File: config.mk
export PLATFORM = sky130hd
export DESIGN_NAME = accumulator_alu_with_flags_unit
export DESIGN_NICKNAME = d
export VERILOG_FILES = /design/src/rtl/aawf_pkg.sv /design/src/rtl/accumulator_alu_with_flags_unit.sv /design/src/rtl/aawf_alu.sv /design/src/rtl/aawf_regfile.sv
export SDC_FILE = /design/constraint.sdc
export NUM_CORES = 1
export LEC_CHECK = 0
export ABC_AREA = 1
export BUFFER_PORTS_ARGS = -buffer_cell sky130_fd_sc_hd__buf_2
export CORE_MARGIN = 1.5
export CORE_UTILIZATION = 45
export DETAILED_ROUTE_END_ITERATION = 8
export PLACE_DENSITY = 0.68
export SYNTH_ARGS = -nofsm -noshare
export SYNTH_HDL_FRONTEND = slang
export SYNTH_SLANG_ARGS = --single-unit
File: constraint.sdc
create_clock -name i_clk -period 11.71 [get_ports i_clk]
set_clock_uncertainty 0.05 [all_clocks]
set_input_delay 1.171 -clock i_clk [delete_from_list [all_inputs] [get_ports i_clk]]
set_output_delay 1.171 -clock i_clk [all_outputs]
set_load 0.02 [all_outputs]
File: src/rtl/aawf_pkg.sv
`timescale 1ns / 1ps
// ----------------------------------------------------------------------------
// aawf_pkg
// Command codes and shared types for the accumulator ALU.
// ----------------------------------------------------------------------------
package aawf_pkg;

    localparam logic [3:0] CMD_LOAD_REG     = 4'd0;
    localparam logic [3:0] CMD_LOAD_ACC     = 4'd1;
    localparam logic [3:0] CMD_ACC_FROM_REG = 4'd2;
    localparam logic [3:0] CMD_ADD          = 4'd3;
    localparam logic [3:0] CMD_ADC          = 4'd4;
    localparam logic [3:0] CMD_SUB          = 4'd5;
    localparam logic [3:0] CMD_SBB          = 4'd6;
    localparam logic [3:0] CMD_AND          = 4'd7;
    localparam logic [3:0] CMD_OR           = 4'd8;
    localparam logic [3:0] CMD_XOR          = 4'd9;
    localparam logic [3:0] CMD_CMP          = 4'd10;
    localparam logic [3:0] CMD_CMC          = 4'd11;
    localparam logic [3:0] CMD_STC          = 4'd12;

    typedef struct packed {
        logic s;
        logic z;
        logic ac;
        logic p;
        logic cy;
    } t_flags;

    // ALU outcome for one request
    typedef struct packed {
        logic [7:0] acc;
        t_flags     flags;
    } t_alu_result;

endpackage

File: src/rtl/accumulator_alu_with_flags_unit.sv
`timescale 1ns / 1ps
// ----------------------------------------------------------------------------
// accumulator_alu_with_flags_unit
// 8-bit accumulator ALU with register file and S/Z/AC/P/CY flags.
// ----------------------------------------------------------------------------
// Usage: one request per cycle, back to back, while the result side does
// not stall. A request executes out of the input register and lands in
// the result register at the next edge, which raises result valid. The
// rate is set by the single-pass ALU stage: the accumulator and flags are
// updated in the same cycle the request executes, so the next request in
// the input register already sees them. Each request gives exactly one
// result. A request whose register index is out of range and that needs
// the register reports bad_register and changes no state. reg_value is
// the selected register after the request, zero for an invalid index.
// Both sides use valid/stall; o_in_stall rises only when a request waits
// in the input register behind a stalled result.
// ----------------------------------------------------------------------------
module accumulator_alu_with_flags_unit import aawf_pkg::*; #(
    parameter int NUM_REGS = 6
) (
    input  logic       i_clk,
    input  logic       i_rst_n,
    // request side
    input  logic       i_in_valid,
    output logic       o_in_stall,
    input  logic [3:0] i_command,
    input  logic [2:0] i_reg_select,
    input  logic       i_use_operand,
    input  logic [7:0] i_operand,
    // result side
    output logic       o_out_valid,
    input  logic       i_out_stall,
    output logic [7:0] o_acc_value,
    output logic       o_flag_sign,
    output logic       o_flag_zero,
    output logic       o_flag_aux,
    output logic       o_flag_parity,
    output logic       o_flag_carry,
    output logic [7:0] o_reg_value,
    output logic       o_bad_register
);

    // input register
    logic       r_in_valid;
    logic [3:0] r_command;
    logic [2:0] r_reg_select;
    logic       r_use_operand;
    logic [7:0] r_operand;

    // architectural state
    logic [7:0] r_acc;
    t_flags     r_flags;

    // result register
    logic       r_out_valid;
    logic [7:0] r_out_acc;
    t_flags     r_out_flags;
    logic [7:0] r_out_reg;
    logic       r_out_bad;

    logic        w_fire;
    logic        w_in_accept;
    logic        w_needs_reg;
    logic        w_bad;
    logic        w_rd_valid;
    logic [7:0]  w_rd_data;
    logic        w_wr_en;
    logic [7:0]  n_reg_value;
    t_alu_result w_alu;

    // execute when the result register is free or being drained
    assign w_fire      = r_in_valid && (!r_out_valid || !i_out_stall);
    assign o_in_stall  = r_in_valid && r_out_valid && i_out_stall;
    assign w_in_accept = i_in_valid && !o_in_stall;

    assign w_needs_reg = (r_command == CMD_LOAD_REG) || (r_command == CMD_ACC_FROM_REG) ||
                         ((r_command inside {[CMD_ADD:CMD_CMP]}) && !r_use_operand);
    assign w_bad       = w_needs_reg && !w_rd_valid;
    assign w_wr_en     = w_fire && !w_bad && (r_command == CMD_LOAD_REG);
    // register readback reflects this request's write
    assign n_reg_value = (r_command == CMD_LOAD_REG && !w_bad) ? r_operand : w_rd_data;

    aawf_regfile #(
        .NUM_REGS (NUM_REGS)
    ) u_regfile (
        .i_clk      (i_clk),
        .i_rst_n    (i_rst_n),
        .i_wr_en    (w_wr_en),
        .i_wr_sel   (r_reg_select),
        .i_wr_data  (r_operand),
        .i_rd_sel   (r_reg_select),
        .o_rd_data  (w_rd_data),
        .o_rd_valid (w_rd_valid)
    );

    aawf_alu u_alu (
        .i_command     (r_command),
        .i_use_operand (r_use_operand),
        .i_operand     (r_operand),
        .i_reg_data    (w_rd_data),
        .i_acc         (r_acc),
        .i_flags       (r_flags),
        .o_result      (w_alu)
    );

    // input register control
    always_ff @(posedge i_clk) begin
        if (!i_rst_n) begin
            r_in_valid <= 1'b0;
        end else if (w_in_accept) begin
            r_in_valid <= 1'b1;
        end else if (w_fire) begin
            r_in_valid <= 1'b0;
        end
    end

    always_ff @(posedge i_clk) begin
        if (w_in_accept) begin
            r_command     <= i_command;
            r_reg_select  <= i_reg_select;
            r_use_operand <= i_use_operand;
            r_operand     <= i_operand;
        end
    end

    // accumulator and flags
    always_ff @(posedge i_clk) begin
        if (!i_rst_n) begin
            r_acc   <= 8'd0;
            r_flags <= '0;
        end else if (w_fire && !w_bad) begin
            r_acc   <= w_alu.acc;
            r_flags <= w_alu.flags;
        end
    end

    // result register; reported state is the state after the request
    always_ff @(posedge i_clk) begin
        if (!i_rst_n) begin
            r_out_valid <= 1'b0;
        end else if (w_fire) begin
            r_out_valid <= 1'b1;
        end else if (!i_out_stall) begin
            r_out_valid <= 1'b0;
        end
    end

    always_ff @(posedge i_clk) begin
        if (w_fire) begin
            r_out_acc   <= w_bad ? r_acc : w_alu.acc;
            r_out_flags <= w_bad ? r_flags : w_alu.flags;
            r_out_reg   <= n_reg_value;
            r_out_bad   <= w_bad;
        end
    end

    assign o_out_valid    = r_out_valid;
    assign o_acc_value    = r_out_acc;
    assign o_flag_sign    = r_out_flags.s;
    assign o_flag_zero    = r_out_flags.z;
    assign o_flag_aux     = r_out_flags.ac;
    assign o_flag_parity  = r_out_flags.p;
    assign o_flag_carry   = r_out_flags.cy;
    assign o_reg_value    = r_out_reg;
    assign o_bad_register = r_out_bad;

endmodule

File: src/rtl/aawf_alu.sv
`timescale 1ns / 1ps
// ----------------------------------------------------------------------------
// aawf_alu
// Single-pass 8-bit ALU: next accumulator and flags for one command.
// ----------------------------------------------------------------------------
module aawf_alu import aawf_pkg::*; (
    input  logic [3:0]  i_command,
    input  logic        i_use_operand,
    input  logic [7:0]  i_operand,
    input  logic [7:0]  i_reg_data,
    input  logic [7:0]  i_acc,
    input  t_flags      i_flags,
    output t_alu_result o_result
);

    logic [7:0] w_b;
    logic       w_cin;
    logic [8:0] w_sum;
    logic [4:0] w_sum_lo;
    logic [8:0] w_diff;
    logic [4:0] w_diff_lo;
    logic [7:0] w_logic;

    assign w_b   = i_use_operand ? i_operand : i_reg_data;
    assign w_cin = ((i_command == CMD_ADC) || (i_command == CMD_SBB)) ? i_flags.cy : 1'b0;

    assign w_sum     = {1'b0, i_acc} + {1'b0, w_b} + {8'd0, w_cin};
    assign w_sum_lo  = {1'b0, i_acc[3:0]} + {1'b0, w_b[3:0]} + {4'd0, w_cin};
    // bit 8 / bit 4 of the wrapped difference is the borrow
    assign w_diff    = {1'b0, i_acc} - {1'b0, w_b} - {8'd0, w_cin};
    assign w_diff_lo = {1'b0, i_acc[3:0]} - {1'b0, w_b[3:0]} - {4'd0, w_cin};

    always_comb begin
        case (i_command)
            CMD_AND: w_logic = i_acc & w_b;
            CMD_OR:  w_logic = i_acc | w_b;
            default: w_logic = i_acc ^ w_b;
        endcase
    end

    function automatic t_flags szp(input logic [7:0] r, input logic ac, input logic cy);
        t_flags f;
        f.s  = r[7];
        f.z  = (r == 8'd0);
        f.ac = ac;
        f.p  = ~(^r);
        f.cy = cy;
        return f;
    endfunction

    always_comb begin
        o_result.acc   = i_acc;
        o_result.flags = i_flags;
        unique case (i_command) inside
            CMD_LOAD_ACC: begin
                o_result.acc = i_operand;
            end
            CMD_ACC_FROM_REG: begin
                o_result.acc = i_reg_data;
            end
            CMD_ADD, CMD_ADC: begin
                o_result.acc   = w_sum[7:0];
                o_result.flags = szp(w_sum[7:0], w_sum_lo[4], w_sum[8]);
            end
            CMD_SUB, CMD_SBB: begin
                o_result.acc   = w_diff[7:0];
                o_result.flags = szp(w_diff[7:0], w_diff_lo[4], w_diff[8]);
            end
            CMD_CMP: begin
                o_result.flags = szp(w_diff[7:0], w_diff_lo[4], w_diff[8]);
            end
            CMD_AND, CMD_OR, CMD_XOR: begin
                o_result.acc   = w_logic;
                o_result.flags = szp(w_logic, 1'b0, 1'b0);
            end
            CMD_CMC: begin
                o_result.flags.cy = ~i_flags.cy;
            end
            CMD_STC: begin
                o_result.flags.cy = 1'b1;
            end
            default: begin
                // load reg and unused codes leave acc and flags alone
            end
        endcase
    end

endmodule

File: src/rtl/aawf_regfile.sv
`timescale 1ns / 1ps
// ----------------------------------------------------------------------------
// aawf_regfile
// Small register file, one write and one read port, cleared by reset.
// ----------------------------------------------------------------------------
module aawf_regfile #(
    parameter int NUM_REGS = 6
) (
    input  logic       i_clk,
    input  logic       i_rst_n,
    input  logic       i_wr_en,
    input  logic [2:0] i_wr_sel,
    input  logic [7:0] i_wr_data,
    input  logic [2:0] i_rd_sel,
    output logic [7:0] o_rd_data,
    output logic       o_rd_valid
);

    localparam int SEL_W = $clog2(NUM_REGS);

    logic [7:0] r_regs [NUM_REGS];
    logic       w_wr_valid;

    assign w_wr_valid = (32'(i_wr_sel) < NUM_REGS);
    assign o_rd_valid = (32'(i_rd_sel) < NUM_REGS);
    // invalid index reads as zero
    assign o_rd_data  = o_rd_valid ? r_regs[i_rd_sel[SEL_W-1:0]] : 8'd0;

    always_ff @(posedge i_clk) begin
        if (!i_rst_n) begin
            for (int i = 0; i < NUM_REGS; i++) begin
                r_regs[i] <= 8'd0;
            end
        end else if (i_wr_en && w_wr_valid) begin
            r_regs[i_wr_sel[SEL_W-1:0]] <= i_wr_data;
        end
    end

endmodule

==> impl_metrics.json, run 1 <==
{
  "synthAdderAreaFrac_pct": 8.204,
  "place_congestion": 0.8891,
  "power_frac_seq_pct": 35.5,
  "cts_root_buf": "clkbuf_16",
  "io_pins": 44,
  "synthMuxAreaShare_pct": 0,
  "drt-total-wl_um": 17790,
  "tns_ps": 0,
  "crit_end": "o_flag_parity",
  "cts_buffer_depth": 2,
  "status": "complete, no violations",
  "cts_setup_buffers": 0,
  "grt_pass1_vias": 5348,
  "start_kind": "flip-flop",
  "critical_path_class": "flip-flop to flip-flop",
  "synthTopCellsByCount": "nor2_1, nand2_1, inv_1",
  "clk_pin_slew_worst_paths_ps": 50,
  "n_fill_cell": 1454,
  "dieArea_sq_um": 16840,
  "synthSimpleGateAreaFrac_pct": 21.72,
  "cts_tree": "yes",
  "layout-drive-gt1-share_pct": 13.76,
  "period_minus_slack_ps": 5424,
  "r2r_end": "o_flag_parity",
  "ys_seq_area_share_pct": 47.35,
  "clock_sinks": 120,
  "internal-power_mw": 1.008,
  "power_frac_clock_pct": 40.1,
  "end_kind": "flip-flop",
  "multiInputGateArea_sq_um": 3317,
  "drt_first_pass_iters": 7,
  "synth_edf_count": 102,
  "max_freq_mhz": 184.4,
  "drv_cap": 0,
  "coreArea_sq_um": 15770,
  "rows": 46,
  "antenna_found_initial": 0,
  "holdCritPathClass": "flip-flop to flip-flop",
  "synth_compound_area_share_pct": 13.67,
  "max_stage_delay_ps": 560,
  "syn_inst": 829,
  "drc": 0,
  "arrival_ps": 5520,
  "synth_top_area_cell": "edfxtp_1",
  "seq_area_sq_um": 3423,
  "critPathRequiredTime_ps": 11810,
  "maxSlewHeadroom_pct": 43.21,
  "cp_slowest_cell": "fa_1",
  "yosys-top-cells-area": "edfxtp_1, nor2_1, ha_1",
  "max_slew.worst_pin.slew_ps": 850.8,
  "drt_iter0_drc": 560,
  "nets": 953,
  "path_buf_inv": 7,
  "cts_buffers": 17,
  "die_y_um": 129.8,
  "power_density_nw_per_um2": 171.7,
  "grt_setup_unrepaired": "no",
  "design_area_sq_um": 8309,
  "synth_top_family_by_area": "simple AND/OR/NAND/NOR gates",
  "path_common_cell": "nand2_1",
  "synth_flop_cell": "edfxtp_1",
  "post_drt_wl_per_cell_um": 15.92,
  "h-tree-depth": 4,
  "ys_ff_latch": 120,
  "hpwl_um": 12750,
  "ctsHoldBuffers": 0,
  "final-max-slew-violation-count": 0,
  "ir_drop_mv": 0.1014,
  "grt_usage_pct": 22.28,
  "vias": 5830,
  "synth_top_area_share_pct": 42.37,
  "critical-path-top-delay-family": "adder cells",
  "syn_area_sq_um": 7229,
  "post_dp_cell_area_sq_um": 7667,
  "grt_max_degree": 34,
  "switching_power_mw": 0.4187,
  "hp-start": "r_in_valid",
  "async_flop_share_pct": 0,
  "crit_cells": 28,
  "syn_to_final_growth_pct": 14.94,
  "reg2reg_setup_slack_ps": 6290,
  "post_cts_resized": 0,
  "p_comb_share_pct": 24.4,
  "p_leak_nw": 3.514,
  "gr-total-overflow": 0,
  "insertion_delay_ps": 430,
  "start_util_pct": 45.84,
  "finalCritPeriodShare_pct": 46.32,
  "port_buffers": 43,
  "diodes": 0,
  "crit_fanout": 33,
  "p_sw_share_pct": 29.35,
  "setup_violations": 0,
  "synth.most_common_cell": "nor2_1",
  "reg2reg_depth": 28,
  "via_per_inst": 5.219,
  "grt_pass1_wl_um": 28100,
  "synth_area_per_cell_sq_um": 8.721,
  "drtAntennaViolNets": 0,
  "ys_warn_count": 0,
  "die_width_um": 129.8,
  "synthXorXnorAreaFrac_pct": 1.454,
  "synth_cell_types": 45,
  "hold_violations": 0
}
-- cell type report --
class,count,area share [%]
sequential,120,41.20
clock inverter,7,2.003
multi-input combinational,592,39.92
clock buffer,25,5.722
inverter,111,5.044
timing repair buffer,46,2.861
tap,216,3.253
-- registers in the layout, indices dropped and copies added (netlist names), named ones only --
| register | cells |
|---|---|
| u_regfile.r_regs | 64 |
| o_acc_value | 8 |
| o_reg_value | 8 |
| r_acc | 8 |
| r_operand | 8 |
| r_flags | 5 |
| r_command | 4 |
| r_reg_select | 3 |
| o_bad_register | 1 |
| o_flag_aux | 1 |
| o_flag_carry | 1 |
| o_flag_parity | 1 |
| o_flag_sign | 1 |
| o_flag_zero | 1 |
| o_out_valid | 1 |
| r_in_valid | 1 |
| r_use_operand | 1 |
-- worst min-delay path by stage --
stage / end / slack (ps) / depth (start not counted)
2_1_floorplan: r_flags[2] / 420 / 2
3_3_place_gp: o_out_valid / 450 / 2
3_5_place_dp: o_out_valid / 450 / 2
4_1_cts: o_out_valid / 460 / 2
5_1_grt: r_flags[2] / 490 / 2
6_report: o_out_valid / 460 / 2
-- layout by cell type (no fill, tap or decap), types with 24 or more instances in the layout --
cell / n
ha_1: 41
buf_2: 43
edfxtp_1: 102
nor2_1: 139
a21oi_1: 24
inv_1: 104
o21ai_0: 79
nand2_1: 135
nand3_1: 30
-- layer usage --
metal  track usage (%)  vias to the layer above  part of all wire, %
met3             3.977                       28                  7.6
met4             7.124                        0                  1.5
met2             32.99                      229                   44
met1             33.14                     2690                   47
li1                  -                     2883                    -
met5                 0                        -                    0
-- kinds of logic (layout without fill, tap and decap cells) --
kind of cell	after synthesis	after routing
and+or+nand+nor	353	353
AOI/OAI and AO/OA	166	166
buffers and inverters	132	189
DFF	120	120
adders and majority gates	45	45
xor gates and xnor gates	12	12
other	1	16
-- power by group through the flow --
stage / Clock, mW / Combinational (mW) / Sequential [mW]
2_1_floorplan: 0 / 0.261 / 0.517
3_3_place_gp: 0 / 0.339 / 0.515
3_5_place_dp: 0 / 0.342 / 0.515
4_1_cts: 0.574 / 0.345 / 0.507
5_1_grt: 0.590 / 0.399 / 0.510
6_report: 0.572 / 0.348 / 0.507
-- through the flow --
stage | setup slack (ps) | cells | power (mW) | util (%) | hold slack (ps)
6_report | 6286 | 1117 | 1.426 | 52.69 | 455.5
5_1_grt | 5710 | 1117 | 1.499 | 52.69 | 492.8
4_1_cts | 6294 | 1117 | 1.426 | 52.69 | 458.3
3_5_place_dp | 6318 | 1085 | 0.8575 | 48.62 | 452.3
3_3_place_gp | 6497 | 1085 | 0.8544 | 48.62 | 448.3
2_1_floorplan | 7322 | 844 | 0.7784 | - | 419.9
-- worst reg2reg max path, delay by kind of cell, from the launching register on --
kind | cells | cell delay [ps]
xor gates and xnor gates | 1 | 180
and+or+nand+nor | 12 | 1200
AOI/OAI and AO/OA | 4 | 700
DFF | 1 | 310
adders and majority gates | 4 | 1420
buffers and inverters | 7 | 1290
Power figures use the tool's default switching activity.
==> inputs of run 2 (changes only) <==
ABC_AREA = 0   (was 1)
clock period = 5.2 ns   (was 11.71 ns; I/O delays follow)
==> impl_metrics.json, run 2 <==
{
  "drtAntennaViolNets": 0,
  "max_stage_delay_ps": 500,
  "syn_to_final_growth_pct": 16.87,
  "h-tree-depth": 4,
  "synth_area_per_cell_sq_um": 11.03,
  "fin_util_pct": 53.66,
  "syn_area_sq_um": 6928,
  "hpwl_um": 13600,
  "p_total_mw": 3.017,
  "critical-path-top-delay-family": "adder cells",
  "diodes": 0,
  "final.setup.worst_slack_ps": 150.8,
  "crit_fanout": 3,
  "drt_iter0_drc": 677,
  "critPathRequiredTime_ps": 5270,
  "period_minus_slack_ps": 5049,
  "ctsHoldBuffers": 0,
  "io_pins": 44,
  "ys_ff_latch": 120,
  "largest_reg_flops": 64,
  "port_buffers": 43,
  "cp_cell_sequence": "mux4_2 > mux2_2 > and2_1 > mux2i_2 > inv_1 > fa_1 > buf_4 > ha_1 > or2_1 > fa_2 > nand2b_2 > a21oi_4 > xor2_2 > ha_1 > xnor2_2 > xnor2_1 > xnor3_1 > a21oi_2 > a21oi_1",
  "clk_pin_slew_worst_paths_ps": 50,
  "layout_common_cells": "edfxtp_1, nor2_1, inv_1, nand2_1, buf_2",
  "p_leak_nw": 3.325,
  "synth_cell_types": 71,
  "max_slew.worst_pin.slew_ps": 1027,
  "ir_drop_mv": 0.2337,
  "dieArea_sq_um": 16150,
  "design_area_sq_um": 8097,
  "synth_flop_cell": "edfxtp_1",
  "ys_seq_area_share_pct": 49.41,
  "vias": 5224,
  "cts_buffers": 17,
  "clock_sinks": 120,
  "place_congestion": 0.9635,
  "power_density_nw_per_um2": 372.6,
  "final-max-slew-violation-count": 0,
  "yosys-top-cells-area": "edfxtp_1, ha_1, dfxtp_1",
  "maxSlewHeadroom_pct": 31.25,
  "synth_edf_count": 102,
  "n_fill_cell": 1320,
  "critical_path_class": "flip-flop to flip-flop",
  "holdCritPathClass": "primary input to flip-flop",
  "post_dp_cell_area_sq_um": 7466,
  "hold_violations": 0,
  "nets": 770,
  "end_kind": "flip-flop",
  "path_common_cell": "ha_1",
  "cp_slowest_cell": "mux4_2",
  "place_ws_ps": -106.6,
  "synth_top_area_share_pct": 44.21,
  "via_per_inst": 5.766,
  "dp.cells": 870,
  "start_kind": "flip-flop",
  "grt_pass1_vias": 5102,
  "insertion_delay_ps": 410,
  "grt_usage_pct": 23.25,
  "arrival_ps": 5120,
  "drt_first_pass_iters": 6,
  "finalCritPeriodShare_pct": 97.10,
  "gr-total-overflow": 0,
  "drt-total-wl_um": 18140,
  "grt_use_met1_pct": 30.32,
  "layout_commonest_cell": "edfxtp_1",
  "stdcell_count": 906,
  "synthTopCellsByCount": "edfxtp_1, nor2_1, inv_1",
  "rows": 45,
  "start_util_pct": 45.91,
  "busiest_layer": "met2",
  "die_y_um": 127.1,
  "drv_cap": 0,
  "coreArea_sq_um": 15090,
  "synth.most_common_cell": "edfxtp_1",
  "drc": 0,
  "synth_top_area_cell": "edfxtp_1",
  "post_drt_wl_per_cell_um": 20.02,
  "grt_max_degree": 28,
  "cts_root_buf": "clkbuf_16",
  "layout-drive-gt1-share_pct": 20.19,
  "max_freq_mhz": 198.1,
  "grt_pass1_wl_um": 27920,
  "die_width_um": 127.1,
  "met2_usage_pct": 36.22,
  "syn_inst": 628,
  "path_buf_inv": 2,
  "cts_tree": "yes",
  "use_met3_pct": 7.161,
  "largest-register": "u_regfile.r_regs",
  "antenna_found_initial": 0,
  "async_flop_share_pct": 0,
  "setup_violations": 0,
  "status": "complete, no violations",
  "cts_buffer_depth": 2,
  "ys_warn_count": 0
}
==> run 2: cell families after synthesis <==
logic type | after synthesis | synth area share, %
multiplexers | 30 | 7.170
buffers and inverters | 82 | 5.075
adder cells (fa/ha/maj) | 45 | 8.561
XOR/XNOR | 25 | 3.630
AND/OR/NAND/NOR | 187 | 12.17
AO/OA/AOI/OAI | 138 | 13.92
other | 1 | 0.05413
flip-flops | 120 | 49.41
==> run 2: layer usage <==
metal | wire [um] | up-vias
li1 | - | 2416
met1 | 7615 | 2486
met2 | 8349 | 287
met3 | 1737 | 35
met4 | 434 | 0
met5 | 0 | -
==> run 2: final timing paths <==
path                              startpoint             to  slack, ps  depth (start not counted)
worst min-delay path            i_operand[3]   r_operand[3]        230                          1
worst min register to register    r_in_valid    o_out_valid        440                          2
worst max-delay path               flip-flop  o_flag_parity        150                         19
worst max register to register     flip-flop  o_flag_parity        150                         19
==> run 2: stage by stage <==
step	hold slack, ps	TNS [ps]
6_report	227.2	0
5_1_grt	215.4	-57.08
4_1_cts	216.4	0
3_5_place_dp	434.6	-106.6
3_3_place_gp	407.9	0
2_1_floorplan	394.6	0
==> run 2: timing repair <==
item                                    in CTS  in global routing
pin swaps                                    0                  3
buffers inserted                             0                  4
endpoints found under the setup margin       1                  5
resized for setup                            2                  7
==> run 2: final cells by class <==
class | count | area [sq um] | area share, %
sequential | 120 | 3427 | 42.33
timing repair buffer | 70 | 417.9 | 5.161
inverter | 55 | 206.4 | 2.550
clock buffer | 18 | 429.2 | 5.301
tap | 188 | 235.2 | 2.905
clock inverter | 14 | 133.9 | 1.654
multi-input combinational | 441 | 3247 | 40.10
==> run 2: report_power, final <==
| group | switching [mW] | internal [mW] | total [mW] | leakage [nW] |
|---|---|---|---|---|
| clock | 0.411 | 0.697 | 1.11 | 0.274 |
| combinational | 0.426 | 0.349 | 0.776 | 1.87 |
| sequential | 0.0341 | 1.10 | 1.13 | 1.18 |
==> inputs of run 3 (changes only) <==
SYNTH_HIERARCHICAL = 1   (was not set)
==> impl_metrics.json, run 3 <==
{
  "synth_edf_count": 86,
  "vias": 4810,
  "die_width_um": 122.1,
  "largest_reg_flops": 48,
  "dieArea_sq_um": 14900,
  "io_pins": 44,
  "yosys-top-cells-area": "edfxtp_1, ha_1, mux2i_1",
  "grt_usage_pct": 23.57,
  "power_density_nw_per_um2": 320.4,
  "ys_seq_area_share_pct": 45.19,
  "hp-start": "i_command[3]",
  "gr-total-overflow": 0,
  "stdcell_count": 816,
  "min_to": "r_command[3]",
  "drv_cap": 0,
  "place_congestion": 0.9535,
  "layout_common_cells": "edfxtp_1, nor2_1, mux2i_1, buf_2",
  "drt_iter0_drc": 551,
  "cts_buffers": 9,
  "layout_commonest_cell": "edfxtp_1",
  "synth.most_common_cell": "edfxtp_1",
  "max_slew.worst_pin.slew_ps": 901.2,
  "synth_top_area_share_pct": 40.49,
  "critical-path-top-delay-family": "compound AO/OA/AOI/OAI gates",
  "holdCritPathClass": "primary input to flip-flop",
  "coreArea_sq_um": 13880,
  "syn-num-nets": 648,
  "period_minus_slack_ps": 5010,
  "synth_top_area_cell": "edfxtp_1",
  "final-max-slew-violation-count": 0,
  "place_ws_ps": 55.24,
  "clk_pin_slew_worst_paths_ps": 70,
  "syn_area_sq_um": 6379,
  "critical_path_class": "flip-flop to flip-flop",
  "design_area_sq_um": 7128,
  "h-tree-depth": 3,
  "largest-register": "u_regfile/r_regs",
  "critPathRequiredTime_ps": 5260,
  "drc": 0,
  "drtAntennaViolNets": 0,
  "grt_pass1_vias": 4646,
  "multiInputGateArea_sq_um": 3177,
  "synthTopCellsByCount": "edfxtp_1, nor2_1, mux2i_1",
  "insertion_delay_ps": 360,
  "start_kind": "flip-flop",
  "nets": 697,
  "seq_area_sq_um": 2883,
  "min_path_cells": 1,
  "via_per_inst": 5.895,
  "final.setup.worst_slack_ps": 190.1,
  "fin_util_pct": 51.35,
  "post_dp_cell_area_sq_um": 6790,
  "path_buf_inv": 3,
  "hold_violations": 0,
  "grt_max_degree": 37,
  "dp.cells": 796,
  "drt-total-wl_um": 16640,
  "rows": 43,
  "syn_inst": 582,
  "cts_root_buf": "clkbuf_16",
  "diodes": 0,
  "drt_first_pass_iters": 5,
  "cts_buffer_depth": 2,
  "cp_slowest_cell": "or4_1",
  "clock_sinks": 101,
  "hpwl_um": 12480,
  "die_y_um": 122.1,
  "status": "complete, no violations",
  "maxSlewHeadroom_pct": 39.29,
  "cp_cell_sequence": "buf_4 > buf_4 > buf_4 > mux2i_1 > o32a_1 > o21ai_0 > mux2i_1 > ha_1 > ha_1 > or4_1 > o22ai_2 > mux2i_1 > nor2_1 > ha_1 > xor2_1 > xnor2_1 > o22ai_1 > a221o_1 > mux2_2",
  "max_freq_mhz": 199.6,
  "grt_pass1_wl_um": 25760,
  "setup_violations": 0,
  "synth_cell_types": 68,
  "p_total_mw": 2.284,
  "p_leak_nw": 2.924,
  "ir_drop_mv": 0.1815,
  "n_fill_cell": 1249,
  "start_util_pct": 45.95,
  "post_drt_wl_per_cell_um": 20.39,
  "ys_ff_latch": 101,
  "max_stage_delay_ps": 540,
  "arrival_ps": 5070,
  "finalCritPeriodShare_pct": 96.34,
  "layout-drive-gt1-share_pct": 19.97,
  "syn_to_final_growth_pct": 11.75,
  "tns_ps": 0,
  "r2r_end": "o_flag_parity",
  "ys_warn_count": 6,
  "reg2reg_depth": 19,
  "cts_tree": "yes",
  "async_flop_share_pct": 0,
  "crit_fanout": 4,
  "reg2reg_setup_slack_ps": 190,
  "synth_flop_cell": "edfxtp_1",
  "fin_hold_ws_ps": 279.2,
  "synth_area_per_cell_sq_um": 10.96,
  "port_buffers": 43,
  "end_kind": "flip-flop",
  "antenna_found_initial": 0,
  "r2r_start": "r_reg_select[1]"
}
[run 3: worst max path at each step]
| stage | startpoint | endpoint | slack [ps] | cells past startpoint |
|---|---|---|---|---|
| finish | r_reg_select[1] | o_flag_parity | 190 | 19 |
| global route | r_reg_select[1] | o_flag_parity | -20 | 19 |
| CTS | r_reg_select[1] | o_flag_parity | 20 | 19 |
| detailed placement | r_reg_select[1] | o_flag_parity | 60 | 19 |
| global placement | r_reg_select[1] | o_flag_parity | 160 | 19 |
| floorplan | r_reg_select[1] | o_flag_parity | 110 | 21 |
[run 3: layout make-up]
cell class | count | share of cell area, %
clock buffer | 10 | 3.212
clock inverter | 6 | 0.7548
inverter | 40 | 2.106
multi-input combinational | 410 | 44.57
sequential | 101 | 40.44
tap | 180 | 3.160
timing repair buffer | 69 | 5.757
[run 3: metal layers]
layer  global-route usage (%)  share of wire [%]
met4                    7.994                1.6
met5                        0                  0
met3                    3.699                7.5
met1                    33.63                 45
met2                    36.59                 46
[run 3: where the power goes]
part           switching, mW  internal [mW]
Sequential            0.0287          0.929
Clock                  0.318          0.335
Combinational          0.375          0.299
[run 3: cells by family (layout without fill, tap and decap cells)]
family,after synthesis,count (layout),share of synthesized area [%]
AND/OR/NAND/NOR,161,161,12.51
AO/OA/AOI/OAI,112,112,13.06
flip-flops,101,101,45.19
buffers and inverters,71,125,5.453
multiplexers,69,69,11.26
adder cells (fa/ha/maj),46,46,9.494
XOR/XNOR,22,22,3.021
[run 3: worst register-to-register path, delay by kind of cell (launching register included)]
kind | cells | cell delay, ps
AOI/OAI and AO/OA | 5 | 1120
xor gates and xnor gates | 2 | 310
adders and majority gates | 3 | 930
buffers and inverters | 3 | 440
DFF | 1 | 450
muxes | 4 | 820
and+or+nand+nor | 2 | 630
[run 3: timing repair]
item | CTS | global route
setup endpoints to repair | 0 | 2
gates resized for setup | 0 | 7
setup buffers | 0 | 4
hold buffers | 0 | 0
